### src/sv/shsu_pkg.sv
`timescale 1ns / 1ps
`default_nettype none
// ----------------------------------------------------------------------------
// shsu_pkg
// Shared widths, codes, command and status types and the bit count function
// of the sign Hamming score update block.
// ----------------------------------------------------------------------------
package shsu_pkg;

  localparam int QWORDS   = 32;
  localparam int QIDX_W   = $clog2(QWORDS);
  localparam int WORD_W   = 32;
  localparam int PC_W     = 11;
  localparam int HAM_W    = 11;
  localparam int DOT_W    = 13;
  localparam int PROD_W   = 45;
  localparam int MAG_W    = 44;
  localparam int NPART_W  = 16;
  localparam int PPROD_W  = MAG_W + NPART_W;
  localparam int RND_W    = PPROD_W + 1;
  localparam int SUM_W    = 53;
  localparam int CAP_W    = 34;
  localparam int DELTA_W  = CAP_W + 1;
  localparam int TOTAL_W  = 36;
  localparam int TOKEN_W  = 16;
  localparam int CFG_IDX_W  = 1;
  localparam int CFG_DATA_W = 32;
  localparam int S_TDATA_W  = 120;
  localparam int M_TDATA_W  = 48;

  localparam logic FUNC_QUERY = 1'b0;
  localparam logic FUNC_TOKEN = 1'b1;

  localparam logic [CFG_IDX_W-1:0] REG_PROJ_COUNT = 1'd0;
  localparam logic [CFG_IDX_W-1:0] REG_SCORE_SCALE = 1'd1;

  localparam logic [PC_W-1:0]   PROJ_COUNT_RESET  = 11'd1024;
  localparam logic [WORD_W-1:0] SCORE_SCALE_RESET = 32'h0100_0000;

  localparam logic [HAM_W-1:0]  HAM_MAX   = 11'd2047;
  localparam logic [CAP_W-1:0]  MAG_CAP   = 34'h2_0000_0000;
  localparam logic [RND_W-1:0]  RND_HALF  = 61'h80_0000;
  localparam logic signed [TOTAL_W-1:0] SCORE_MAX = 36'sd2147483647;
  localparam logic signed [TOTAL_W-1:0] SCORE_MIN = -36'sd2147483648;

  localparam logic [WORD_W-1:0] M1 = 32'h5555_5555;
  localparam logic [WORD_W-1:0] M2 = 32'h3333_3333;
  localparam logic [WORD_W-1:0] M4 = 32'h0F0F_0F0F;

  typedef struct packed {
    logic load_query;
    logic load_token;
    logic pop;
    logic dot;
    logic prod;
    logic absval;
    logic mul_hi;
    logic mul_lo;
    logic rnd;
    logic acc;
    logic out_load;
  } cmd_t;

  typedef struct packed {
    logic is_last;
    logic out_busy;
  } status_t;

  function automatic logic [5:0] bits_set(input logic [WORD_W-1:0] w);
    logic [WORD_W-1:0] v;
    v = w - ((w >> 1) & M1);
    v = (v & M2) + ((v >> 2) & M2);
    v = (v + (v >> 4)) & M4;
    return 6'(v[7:0]) + 6'(v[15:8]) + 6'(v[23:16]) + 6'(v[31:24]);
  endfunction

endpackage
`default_nettype wire

### src/sv/sign_hamming_score_update_top.sv
`timescale 1ns / 1ps
`default_nettype none
// ----------------------------------------------------------------------------
// sign_hamming_score_update_top
// Query words are loaded with tuser 0; token words with tuser 1 are XORed with
// the stored query word, bit counted and summed, and on a token's last word the
// block emits base_score + scale * norm * (projection_count - 2 * hamming) as
// a saturating signed Q16.16 score. A query word is written to the query
// memory; a token word that is not the last takes a memory read, then bit count
// and add, and a last word goes on through the controller's walk through the
// sign dot, signed product, two 44x16 partial products on one shared multiplier,
// rounding and the final add. A finished score waits in the output register
// while the next word is taken. There is no clearing pass after reset.
// ----------------------------------------------------------------------------
module sign_hamming_score_update_top (
  input  wire logic                              clk,
  input  wire logic                              rst,
  // word_index[4:0], sign_word[36:5], residual_norm[68:37],
  // base_score[100:69], token_index[116:101], zero fill[119:117]
  input  wire logic [shsu_pkg::S_TDATA_W-1:0]    s_tdata,
  // func[0]
  input  wire logic                              s_tuser,
  input  wire logic                              s_tvalid,
  output logic                                   s_tready,
  // token_out[15:0], score[47:16]
  output logic [shsu_pkg::M_TDATA_W-1:0]         m_tdata,
  // saturated[0]
  output logic                                   m_tuser,
  output logic                                   m_tvalid,
  input  wire logic                              m_tready,
  input  wire logic                              cfg_wr_en,
  input  wire logic [shsu_pkg::CFG_IDX_W-1:0]    cfg_index,
  input  wire logic [shsu_pkg::CFG_DATA_W-1:0]   cfg_wr_data
);

  shsu_pkg::cmd_t    cmd;
  shsu_pkg::status_t status;

  shsu_ctrl u_ctrl (
    .clk      (clk),
    .rst      (rst),
    .s_tvalid (s_tvalid),
    .s_tuser  (s_tuser),
    .s_tready (s_tready),
    .cmd      (cmd),
    .status   (status)
  );

  shsu_datapath u_datapath (
    .clk         (clk),
    .rst         (rst),
    .cmd         (cmd),
    .status      (status),
    .s_tdata     (s_tdata),
    .cfg_wr_en   (cfg_wr_en),
    .cfg_index   (cfg_index),
    .cfg_wr_data (cfg_wr_data),
    .m_tvalid    (m_tvalid),
    .m_tready    (m_tready),
    .m_tdata     (m_tdata),
    .m_tuser     (m_tuser)
  );

endmodule
`default_nettype wire

### src/sv/shsu_ctrl.sv
`timescale 1ns / 1ps
`default_nettype none
// ----------------------------------------------------------------------------
// shsu_ctrl
// Sequencer that steps the datapath through bit count, sign dot product,
// scaling multiplies, rounding and the final saturating add.
// ----------------------------------------------------------------------------
module shsu_ctrl (
  input  wire logic              clk,
  input  wire logic              rst,
  input  wire logic              s_tvalid,
  input  wire logic              s_tuser,
  output logic                   s_tready,
  output shsu_pkg::cmd_t         cmd,
  input  wire shsu_pkg::status_t status
);

  localparam logic [3:0] S_IDLE = 4'd0;
  localparam logic [3:0] S_POP  = 4'd1;
  localparam logic [3:0] S_DOT  = 4'd2;
  localparam logic [3:0] S_PROD = 4'd3;
  localparam logic [3:0] S_ABS  = 4'd4;
  localparam logic [3:0] S_MHI  = 4'd5;
  localparam logic [3:0] S_MLO  = 4'd6;
  localparam logic [3:0] S_RND  = 4'd7;
  localparam logic [3:0] S_ACC  = 4'd8;
  localparam logic [3:0] S_OUT  = 4'd9;

  logic [3:0] state;
  logic [3:0] state_next;
  logic       accept;

  assign s_tready = (state == S_IDLE);
  assign accept   = s_tvalid && s_tready;

  always_comb begin
    cmd            = '0;
    state_next     = state;
    cmd.load_query = accept && (s_tuser == shsu_pkg::FUNC_QUERY);
    cmd.load_token = accept && (s_tuser == shsu_pkg::FUNC_TOKEN);
    case (state)
      S_IDLE: begin
        if (cmd.load_token) begin
          state_next = S_POP;
        end
      end
      S_POP: begin
        cmd.pop    = 1'b1;
        state_next = status.is_last ? S_DOT : S_IDLE;
      end
      S_DOT: begin
        cmd.dot    = 1'b1;
        state_next = S_PROD;
      end
      S_PROD: begin
        cmd.prod   = 1'b1;
        state_next = S_ABS;
      end
      S_ABS: begin
        cmd.absval = 1'b1;
        state_next = S_MHI;
      end
      S_MHI: begin
        cmd.mul_hi = 1'b1;
        state_next = S_MLO;
      end
      S_MLO: begin
        cmd.mul_lo = 1'b1;
        state_next = S_RND;
      end
      S_RND: begin
        cmd.rnd    = 1'b1;
        state_next = S_ACC;
      end
      S_ACC: begin
        cmd.acc    = 1'b1;
        state_next = S_OUT;
      end
      S_OUT: begin
        if (!status.out_busy) begin
          cmd.out_load = 1'b1;
          state_next   = S_IDLE;
        end
      end
      default: begin
        state_next = S_IDLE;
      end
    endcase
  end

  always_ff @(posedge clk) begin
    if (rst) begin
      state <= S_IDLE;
    end else begin
      state <= state_next;
    end
  end

endmodule
`default_nettype wire

### src/sv/shsu_datapath.sv
`timescale 1ns / 1ps
`default_nettype none
// ----------------------------------------------------------------------------
// shsu_datapath
// Query word memory, Hamming accumulator, shared scaling multiplier and the
// output word register.
// ----------------------------------------------------------------------------
module shsu_datapath (
  input  wire logic                                 clk,
  input  wire logic                                 rst,
  input  wire shsu_pkg::cmd_t                       cmd,
  output shsu_pkg::status_t                         status,
  input  wire logic [shsu_pkg::S_TDATA_W-1:0]       s_tdata,
  input  wire logic                                 cfg_wr_en,
  input  wire logic [shsu_pkg::CFG_IDX_W-1:0]       cfg_index,
  input  wire logic [shsu_pkg::CFG_DATA_W-1:0]      cfg_wr_data,
  output logic                                      m_tvalid,
  input  wire logic                                 m_tready,
  output logic [shsu_pkg::M_TDATA_W-1:0]            m_tdata,
  output logic                                      m_tuser
);

  logic [shsu_pkg::WORD_W-1:0]         qmem [shsu_pkg::QWORDS];
  logic [shsu_pkg::WORD_W-1:0]         q_rd;
  logic [shsu_pkg::PC_W-1:0]           proj_count;
  logic signed [shsu_pkg::WORD_W-1:0]  score_scale;
  logic [shsu_pkg::QIDX_W-1:0]         idx;
  logic [shsu_pkg::WORD_W-1:0]         word;
  logic [shsu_pkg::WORD_W-1:0]         norm;
  logic signed [shsu_pkg::WORD_W-1:0]  base;
  logic [shsu_pkg::TOKEN_W-1:0]        token;
  logic [shsu_pkg::HAM_W-1:0]          hamming;
  logic [shsu_pkg::HAM_W:0]            ham_sum;
  logic [6:0]                          words;
  logic [6:0]                          words_clamped;
  logic [shsu_pkg::QIDX_W-1:0]         last_idx;
  logic signed [shsu_pkg::DOT_W-1:0]   proj_dot;
  logic signed [shsu_pkg::PROD_W-1:0]  prod;
  logic                                neg;
  logic [shsu_pkg::MAG_W-1:0]          mag;
  logic [shsu_pkg::NPART_W-1:0]        mul_b;
  logic [shsu_pkg::PPROD_W-1:0]        mul_p;
  logic [shsu_pkg::PPROD_W-1:0]        x;
  logic [shsu_pkg::PPROD_W-1:0]        y;
  logic [shsu_pkg::RND_W-1:0]          t;
  logic [shsu_pkg::SUM_W-1:0]          mag_sum;
  logic [shsu_pkg::CAP_W-1:0]          mag_cap;
  logic signed [shsu_pkg::DELTA_W-1:0] delta;
  logic signed [shsu_pkg::TOTAL_W-1:0] total;

  always_ff @(posedge clk) begin
    if (cmd.load_query) begin
      qmem[s_tdata[4:0]] <= s_tdata[36:5];
    end
    if (cmd.load_token) begin
      q_rd <= qmem[s_tdata[4:0]];
    end
  end

  always_ff @(posedge clk) begin
    if (rst) begin
      proj_count  <= shsu_pkg::PROJ_COUNT_RESET;
      score_scale <= shsu_pkg::SCORE_SCALE_RESET;
    end else if (cfg_wr_en) begin
      case (cfg_index)
        shsu_pkg::REG_PROJ_COUNT:  proj_count  <= cfg_wr_data[shsu_pkg::PC_W-1:0];
        shsu_pkg::REG_SCORE_SCALE: score_scale <= cfg_wr_data;
        default: ;
      endcase
    end
  end

  always_comb begin
    words = 7'((12'(proj_count) + 12'd31) >> 5);
    if (words == 7'd0) begin
      words_clamped = 7'd1;
    end else if (words > 7'(shsu_pkg::QWORDS)) begin
      words_clamped = 7'(shsu_pkg::QWORDS);
    end else begin
      words_clamped = words;
    end
    last_idx = shsu_pkg::QIDX_W'(words_clamped - 7'd1);
  end

  assign ham_sum = (shsu_pkg::HAM_W + 1)'(hamming)
                 + (shsu_pkg::HAM_W + 1)'(shsu_pkg::bits_set(q_rd ^ word));
  assign status.is_last  = (idx == last_idx);
  assign status.out_busy = m_tvalid && !m_tready;

  assign mul_b = cmd.mul_hi ? norm[31:16] : norm[15:0];
  assign mul_p = shsu_pkg::PPROD_W'(mag) * shsu_pkg::PPROD_W'(mul_b);

  always_comb begin
    mag_sum = shsu_pkg::SUM_W'(x >> 8) + shsu_pkg::SUM_W'(t >> 24);
    mag_cap = (mag_sum > shsu_pkg::SUM_W'(shsu_pkg::MAG_CAP)) ?
              shsu_pkg::MAG_CAP : mag_sum[shsu_pkg::CAP_W-1:0];
    total   = shsu_pkg::TOTAL_W'(base) + shsu_pkg::TOTAL_W'(delta);
  end

  always_ff @(posedge clk) begin
    if (cmd.load_token) begin
      idx   <= s_tdata[4:0];
      word  <= s_tdata[36:5];
      norm  <= s_tdata[68:37];
      base  <= s_tdata[100:69];
      token <= s_tdata[116:101];
    end
    if (cmd.dot) begin
      proj_dot <= $signed({2'b00, proj_count}) - $signed({1'b0, hamming, 1'b0});
    end
    if (cmd.prod) begin
      prod <= shsu_pkg::PROD_W'(score_scale) * shsu_pkg::PROD_W'(proj_dot);
    end
    if (cmd.absval) begin
      neg <= prod[shsu_pkg::PROD_W-1];
      mag <= shsu_pkg::MAG_W'(prod[shsu_pkg::PROD_W-1] ? -prod : prod);
    end
    if (cmd.mul_hi) begin
      x <= mul_p;
    end
    if (cmd.mul_lo) begin
      y <= mul_p;
    end
    if (cmd.rnd) begin
      t <= shsu_pkg::RND_W'({x[7:0], 16'h0000}) + shsu_pkg::RND_W'(y) + shsu_pkg::RND_HALF;
    end
    if (cmd.acc) begin
      delta <= neg ? -$signed({1'b0, mag_cap}) : $signed({1'b0, mag_cap});
    end
  end

  always_ff @(posedge clk) begin
    if (rst) begin
      hamming <= '0;
    end else if (cmd.dot) begin
      hamming <= '0;
    end else if (cmd.pop) begin
      hamming <= (ham_sum > (shsu_pkg::HAM_W + 1)'(shsu_pkg::HAM_MAX)) ?
                 shsu_pkg::HAM_MAX : ham_sum[shsu_pkg::HAM_W-1:0];
    end
  end

  always_ff @(posedge clk) begin
    if (rst) begin
      m_tvalid <= 1'b0;
    end else if (cmd.out_load) begin
      m_tvalid <= 1'b1;
    end else if (m_tready) begin
      m_tvalid <= 1'b0;
    end
  end

  always_ff @(posedge clk) begin
    if (cmd.out_load) begin
      m_tdata[15:0] <= token;
      if (total > shsu_pkg::SCORE_MAX) begin
        m_tdata[47:16] <= shsu_pkg::SCORE_MAX[31:0];
        m_tuser        <= 1'b1;
      end else if (total < shsu_pkg::SCORE_MIN) begin
        m_tdata[47:16] <= shsu_pkg::SCORE_MIN[31:0];
        m_tuser        <= 1'b1;
      end else begin
        m_tdata[47:16] <= total[31:0];
        m_tuser        <= 1'b0;
      end
    end
  end

  a_out_load_sets_valid : assert property (@(posedge clk) disable iff (rst)
    cmd.out_load |=> m_tvalid)
    else $error("result word not presented after load");

  a_sum_cleared : assert property (@(posedge clk) disable iff (rst)
    cmd.dot |=> (hamming == '0))
    else $error("Hamming sum not cleared after token end");

  a_sat_extreme : assert property (@(posedge clk) disable iff (rst)
    (m_tvalid && m_tuser) |->
      (m_tdata[47:16] == 32'h7FFF_FFFF || m_tdata[47:16] == 32'h8000_0000))
    else $error("saturated flag set on a score that is not clamped");

  a_no_overwrite : assert property (@(posedge clk) disable iff (rst)
    cmd.out_load |-> !(m_tvalid && !m_tready))
    else $error("output word overwritten while stalled");

endmodule
`default_nettype wire
### config.mk
export PLATFORM = sky130hd
export DESIGN_NAME = sign_hamming_score_update_top
export DESIGN_NICKNAME = d
export VERILOG_FILES = /design/src/sv/shsu_pkg.sv /design/src/sv/sign_hamming_score_update_top.sv /design/src/sv/shsu_ctrl.sv /design/src/sv/shsu_datapath.sv
export SDC_FILE = /design/constraint.sdc
export NUM_CORES = 2
export LEC_CHECK = 0
export CAP_MARGIN = 40
export CORE_UTILIZATION = 25
export CTS_CLUSTER_DIAMETER = 30
export DETAILED_ROUTE_END_ITERATION = 12
export DONT_BUFFER_PORTS = 1
export PLACE_DENSITY = 0.49
export SKIP_LAST_GASP = 1
export SLEW_MARGIN = 20
export SYNTH_ARGS = -nofsm -noshare
export SYNTH_HDL_FRONTEND = slang
export SYNTH_SLANG_ARGS = --single-unit
### constraint.sdc
create_clock -name clk -period 29.9 [get_ports clk]
set_input_delay 4.485 -clock clk [delete_from_list [all_inputs] [get_ports clk]]
set_output_delay 4.485 -clock clk [all_outputs]
set_load 0.01 [all_outputs]
== Yosys cells after proc, flatten, opt, wreduce, memory -nomap -nowiden ==
Memories as Yosys holds them, arrays and structs flattened. A register that Yosys moved wholly into a read port is not among the register bits.
Cells that the tools add are included.

* Bits in writable memories: 1024
* Register bits after elaboration: 544
* Memories: 1
* Logic and storage cells: 100
* Output and inout port bits: 51

* Equal/unequal tests: 12
* $lt $le $gt $ge: 5
* Mux-type cells: 27
* Bitwise gates (word level): 3
* Multiply operators: 2
* Add/sub/neg operators: 16
* Reduce and logical (&&, ||, !) cells: 12

{| class="wikitable"
|+ Memories
! name !! depth !! bits a word !! read ports !! clocked after Yosys merged registers in !! write ports !! line !! text
|-
| u_datapath.qmem || 32 || 32 || 1 || 1 || 1 || shsu_datapath.sv:23 || <nowiki>logic [shsu_pkg::WORD_W-1:0] qmem [shsu_pkg::QWORDS];</nowiki>
|}

{| class="wikitable"
|+ Operators with widths
! operator !! count
|-
| 34-bit 2-to-1 mux || 2
|-
| 24-bit by 60-bit adder with 61-bit output || 1
|-
| 61-bit by 24-bit adder with 61-bit output (second input constant) || 1
|-
| 44-bit by 16-bit multiplier with 60-bit output || 1
|-
| 52-bit by 37-bit adder with 53-bit output || 1
|-
| 53-bit by 34-bit > comparator with 1-bit output (second input constant) || 1
|-
| 32-bit by 13-bit multiplier with 45-bit output || 1
|-
| 44-bit 2-to-1 mux || 1
|-
| 44-bit negator || 1
|-
| 4-bit case mux with 10 select lines || 1
|-
| 32-bit by 35-bit adder with 36-bit output || 1
|-
| 36-bit by 32-bit > comparator with 1-bit output (second input constant) || 1
|-
| 36-bit by 32-bit < comparator with 1-bit output (second input constant) || 1
|-
| 34-bit negator with 35-bit output || 1
|-
| 32-bit 2-to-1 mux || 1
|-
| 32-bit by 31-bit subtractor with 32-bit output || 1
|-
| 32-bit bitwise XOR || 1
|-
| 30-bit by 30-bit adder with 31-bit output || 1
|-
| 28-bit by 27-bit adder with 28-bit output || 1
|-
| 4-bit by 3-bit equality test with 1-bit output (second input constant) || 4
|-
| 16-bit 2-to-1 mux || 1
|-
| 1-bit 2-to-1 mux || 15
|-
| 11-bit by 12-bit subtractor with 13-bit output || 1
|-
| 11-bit by 5-bit adder with 12-bit output (second input constant) || 1
|-
| 23 further kinds || 35
|}

== Depth between registers and ports, before layout ==
* Word-level depth: 10
* Mapped depth: 36
* Mapped depth without buffers: 36

== Modules after synthesis ==
A second synthesis with hierarchy kept.

* Cell total of the unflattened synthesis: 7935
* Area, all modules: 101303.4 µm²

{| class="wikitable"
|+ Modules (own cells, without submodules)
! module !! instances !! area an instance (µm²) !! cells an instance
|-
| shsu_datapath || 1 || 101011.9 || 7899
|-
| shsu_ctrl || 1 || 291.5 || 36
|}

== Least setup slack after synthesis ==
No wires, ideal clock.

* Path kind: register to register
* Start point: register u_ctrl.state[2]
* End point: register u_datapath.x[59] (netlist bit), data pin
* Cell stages (with the launch flop): 31
* Data arrival time: 9937 ps
* Setup slack: 19698 ps
* Cells stage by stage: dfxtp_1 clkbuf_1 nand2b_1 nor2_1 clkbuf_1 mux2_2 clkbuf_1 nand2_1 fa_1 inv_1 fa_1 inv_1 fa_1 inv_1 fa_1 inv_1 fa_1 inv_1 fa_1 ha_1 nand2_1 o211ai_1 a311oi_1 o31ai_1 nand3_1 o211a_1 o211ai_1 and3_1 a41o_1 o221ai_1 xnor2_1

* Cells in the longest elaborated chain, start to end: 4

{| class="wikitable"
|+ Ends and longest elaborated chain
! item !! line !! text
|-
| start, declared || shsu_ctrl.sv:29 || <nowiki>logic [3:0] state;</nowiki>
|-
| start signal, assigned || shsu_ctrl.sv:95 || <nowiki>state <= state_next;</nowiki>
|-
| 4-bit by 3-bit equality test with 1-bit output || shsu_ctrl.sv:41 || <nowiki>case (state)</nowiki>
|-
| 1-bit 2-to-1 mux || shsu_ctrl.sv:41 ||
|-
| 16-bit 2-to-1 mux || shsu_datapath.sv:90 || <nowiki>assign mul_b = cmd.mul_hi ? norm[31:16] : norm[15:0];</nowiki>
|-
| 44-bit by 16-bit multiplier with 60-bit output || shsu_datapath.sv:91 || <nowiki>assign mul_p = shsu_pkg::PPROD_W'(mag) * shsu_pkg::PPROD_W'(mul_b);</nowiki>
|-
| via u_datapath.mul_p (one bit) || shsu_datapath.sv:42 || <nowiki>logic [shsu_pkg::PPROD_W-1:0] mul_p;</nowiki>
|-
| end signal, assigned || shsu_datapath.sv:119 || <nowiki>x <= mul_p;</nowiki>
|-
| end, declared || shsu_datapath.sv:43 || <nowiki>logic [shsu_pkg::PPROD_W-1:0] x;</nowiki>
|}

The timed path passes the listed nets, and every way through them passes these cells.
A chain may end at the register's enable or synchronous reset.

== Worst setup path in the final report ==
* Start point: register u_ctrl.state[2]
* End point: register u_datapath.x[57] (netlist bit), data pin

Same word-level chain as after synthesis.

==> run summary <==
## Logic synthesis
- 44.7% — post-synth top area share
- 9.61% — simple-gate share of the synthesized area
- 7868 — number of standard cells after synthesis
- sky130_fd_sc_hd__edfxtp_1 — dominant cell type by area after synthesis
- 0 — total number of yosys warnings
- 1560 — count of state elements after synthesis
- 5.99% — portion of netlist area occupied by mux cells
- 6.12% — post-synthesis compound-gate area fraction
- 45.8% — register area share after synthesis
- sky130_fd_sc_hd__edfxtp_1 — most used flip-flop cell after synthesis
- 0% — FFs w/ async S/R, synth
- 24.5% — share of synthesized cell area in full adder, half adder and majority cells
- 1501 — number of synthesized flops with an enable pin
- 101000 um^2 — synthesized cell area
- 97 — number of unique standard cell types used by synthesis
- 9418 — post-synth net total
- 12.8 um^2 — syn_area_per_cell
- sky130_fd_sc_hd__edfxtp_1 (45%), sky130_fd_sc_hd__fa_1 (19%), sky130_fd_sc_hd__mux4_2 (5.7%) — dominant cells by area after synthesis
- 2.94% — Post-Synth XOR/XNOR Area
- adder cells — combinational family with the most area after synthesis

## Global route
- 4 — antenna violations before repair
- 66500 — number of global-route vias before repair
- 0 — total gr overflow
- met2 — GRT Max-Usage Layer
- 262 — maximum number of pins on one net before global-route repair
- 410 mm — first-pass GRT wire length
- 16.4% — GR Layer Usage met1
- 23.0% — met2 routing resource usage after global routing
- 2.27% — met3 track demand over resource in global routing
- 13.1% — overall routing resource usage

## CTS
- 0.94 ns — later-pin clock latency in the skew report
- 1560 — TritonCTS sink count
- 0 — Post-CTS Setup Bufs
- 0 — post-cts resize count
- 340 — Inserted Clock Buffers
- 0 — number of hold buffers added after CTS
- 5 — H-Tree Depth
- 4 — largest buffer count on any clock path
- 0.05 ns — Worst-path clk slew
- yes — clock tree from TritonCTS
- sky130_fd_sc_hd__clkbuf_16 — buffer type at the clock tree root

## Pwr
- 37.2% — clock group share of total power
- 0.201 mV — maximum resistive drop on vdd
- 35.6% — combinational group share of total power
- 44.8 nW — Leak Pwr
- 33.8% — Net Sw Frac
- 3.29 mW — Sw Pwr
- 6.46 mW — internal power of the cells
- 27.1% — share of power burned in registers
- 82.0 nW/um^2 — total power per unit cell area
- 9.76 mW — Pwr Total

## Worst setup path
- sky130_fd_sc_hd__fa_1 — Most common cell on crit path
- reg2reg — Setup CP Type
- 30.66 ns — data required time at the worst endpoint
- 10.68 ns — data arrival time at the worst-slack endpoint
- flop — Worst Setup End Kind
- sky130_fd_sc_hd__mux2_2 — crit path max-delay cell type
- 19.98 ns — FF-to-FF setup slack
- 0.83 ns — stage delay of the slowest cell on the critical path
- flop — type of element launching the critical path
- 25 — largest fanout of any net on the critical path

## Routing
- 61600 — number of vias in the routed layout
- 4554 — Iter 0 DRT Violations
- 0 — count of antenna-violating nets left after detailed routing
- 20.0 um — Wirelength per Cell
- 270 mm — total length of routed wires
- 5 — number of iterations in the first detailed-routing pass
- 0 — DR DRC count
- 4.55 — detailed-route vias per instance

## Timing
- 0 ns — aggregate negative setup slack
- 0.101 GHz — maximum operating frequency
- 9.92 ns — clock period minus final worst setup slack
- 33.2% — final worst path period share
- 0 — number of pins with negative max-slew slack in the final report
- 0 — final setup violation count
- 0 — Final Hold Fails
- no — RSZ-0062 raised after global routing
- 9.88% — Max-slew headroom
- 0.103 ns — clock skew after layout
- 1.35 ns — Tightest Pin Transition

## Placement
- 0.840 — final weighted congestion in routability-driven placement
- 0 — count of buffers from port buffering
- 108000 um^2 — cell area reported after detailed placement
- 177 mm — HPWL Detailed

## Floorplan
- 406000 um^2 — die outline area
- 401000 um^2 — Core Footprint
- 637 um — vertical extent of the die
- 637 um — die width
- 232 — row cnt
- 210 — count of pins on the block boundary
- 25.2% — effective utilization at floorplan

## Hold path
- reg2reg — path class of the lowest-slack min-delay path

## Cells and area
- 17.9% — synthesis-to-finish area growth
- 9539 — number of nets in the final layout
- 40400 — Layout fillers
- 12.5% — share of layout cells above drive strength 1
- 119000 um^2 — post-route design area

## Job
- 0 — maxcap violations

## Status
- completed — status

-- sequential cells by signal, summed over array words and instances (netlist names), 35 cells and up --
name                flops
u_datapath.m_tdata     48
u_datapath.x           60
u_datapath.prod        45
u_datapath.y           44
u_datapath.t           37
u_datapath.mag         44
u_datapath.qmem      1024
u_datapath.delta       35
-- layout make-up --
type	count	area, um^2	share of cell area, %
antenna	1	2.50	0.00210
clock buffer	401	8780	7.38
clock inverter	218	2520	2.12
inverter	975	3660	3.08
sequential	1560	46300	38.9
multi-input combinational	4985	50000	42.0
timing repair buffer	127	1160	0.979
tap	5265	6590	5.54
-- layout by cell type, fill, tap and decap left out, types with 32 or more instances in the layout --
| cell type | instances |
|---|---|
| sky130_fd_sc_hd__dfxtp_1 | 59 |
| sky130_fd_sc_hd__nor3_1 | 50 |
| sky130_fd_sc_hd__o21a_1 | 34 |
| sky130_fd_sc_hd__a22oi_1 | 130 |
| sky130_fd_sc_hd__clkinv_2 | 76 |
| sky130_fd_sc_hd__nand3_1 | 70 |
| sky130_fd_sc_hd__o31ai_1 | 32 |
| sky130_fd_sc_hd__nor2_1 | 179 |
| sky130_fd_sc_hd__buf_4 | 107 |
| sky130_fd_sc_hd__bufinv_16 | 33 |
| sky130_fd_sc_hd__a21o_1 | 100 |
| sky130_fd_sc_hd__a21oi_1 | 235 |
| sky130_fd_sc_hd__fa_1 | 979 |
| sky130_fd_sc_hd__xnor2_1 | 221 |
| sky130_fd_sc_hd__clkbuf_1 | 58 |
| sky130_fd_sc_hd__nand2_1 | 1019 |
| sky130_fd_sc_hd__edfxtp_1 | 1501 |
| sky130_fd_sc_hd__nand4_1 | 73 |
| sky130_fd_sc_hd__xor2_1 | 116 |
| sky130_fd_sc_hd__o21ai_0 | 166 |
| sky130_fd_sc_hd__clkinv_1 | 39 |
| sky130_fd_sc_hd__inv_1 | 974 |
| sky130_fd_sc_hd__ha_1 | 412 |
| sky130_fd_sc_hd__mux4_2 | 256 |
| sky130_fd_sc_hd__nor2_4 | 36 |
| sky130_fd_sc_hd__nor2b_1 | 158 |
| sky130_fd_sc_hd__and2_1 | 228 |
| sky130_fd_sc_hd__nand2b_1 | 83 |
| sky130_fd_sc_hd__clkbuf_16 | 341 |
-- logic make-up after synthesis --
family                   count (synthesis)
multiplexers                           282
flip-flops                            1560
buffers and inverters                 1323
XOR/XNOR                               338
adder cells (fa/ha/maj)               1391
AND/OR/NAND/NOR                       2039
AO/OA/AOI/OAI                          935
-- routing by layer --
metal / routed length [um] / share of wire (%)
met1: 113000 / 42
met3: 15100 / 5.6
met2: 135000 / 50
met5: 17 / 0.0063
met4: 7030 / 2.6
-- power by group through the flow --
stage	Combinational, mW	Sequential (mW)	Clock [mW]
floorplan	2.55	2.67	0
global placement	3.45	2.68	0
detailed placement	3.52	2.69	0
CTS	3.55	2.65	3.71
global route	3.92	2.65	3.82
finish	3.48	2.65	3.63
-- critical path: cells and delay by family, from the launching register on --
kind            cells  cell delay (ns)
compound gates      7             2.30
fa+ha+maj           7             3.39
flops               1             0.58
buf+inv             7             1.19
mux                 2             1.02
simple gates        6             1.24
-- final timing paths --
| kind | from | to | depth (start not counted) |
|---|---|---|---|
| worst max register to register | u_ctrl.state[2] | u_datapath.x[57] | 29 |
| worst min register to register | u_datapath.token[3] | u_datapath.m_tdata[3] | 0 |
| worst min-delay path | u_datapath.token[3] | u_datapath.m_tdata[3] | 0 |
| worst max-delay path | u_ctrl.state[2] | u_datapath.x[57] | 29 |
-- Yosys cell counts (all sizes together) (28+ instances only) --
cell type / count
edfxtp: 1501
nand2: 1020
fa: 979
inv: 975
ha: 412
clkbuf: 307
mux4: 256
a21oi: 239
and2: 230
xnor2: 221
nor2: 215
o21ai: 185
nor2b: 159
a22oi: 130
xor2: 117
a21o: 100
nand2b: 83
nand4: 73
nand3: 70
dfxtp: 59
nor3: 55
buf: 41
o31ai: 36
o21a: 34
a211oi: 30
and3: 30
o211ai: 28
-- metrics by stage --
step / worst slack [ns] / util (%) / cells / hold WS, ns
after detailed placement: 19.67 / 26.9 / 12900 / 0.405
after CTS: 19.72 / 29.7 / 13500 / 0.416
final: 19.98 / 29.7 / 13500 / 0.414
after floorplan: 19.70 / - / 7868 / 0.400
after global routing: 19.34 / 29.7 / 13500 / 0.423
after global placement: 19.67 / 26.8 / 12900 / 0.403
(Power assumes the default switching activity.)
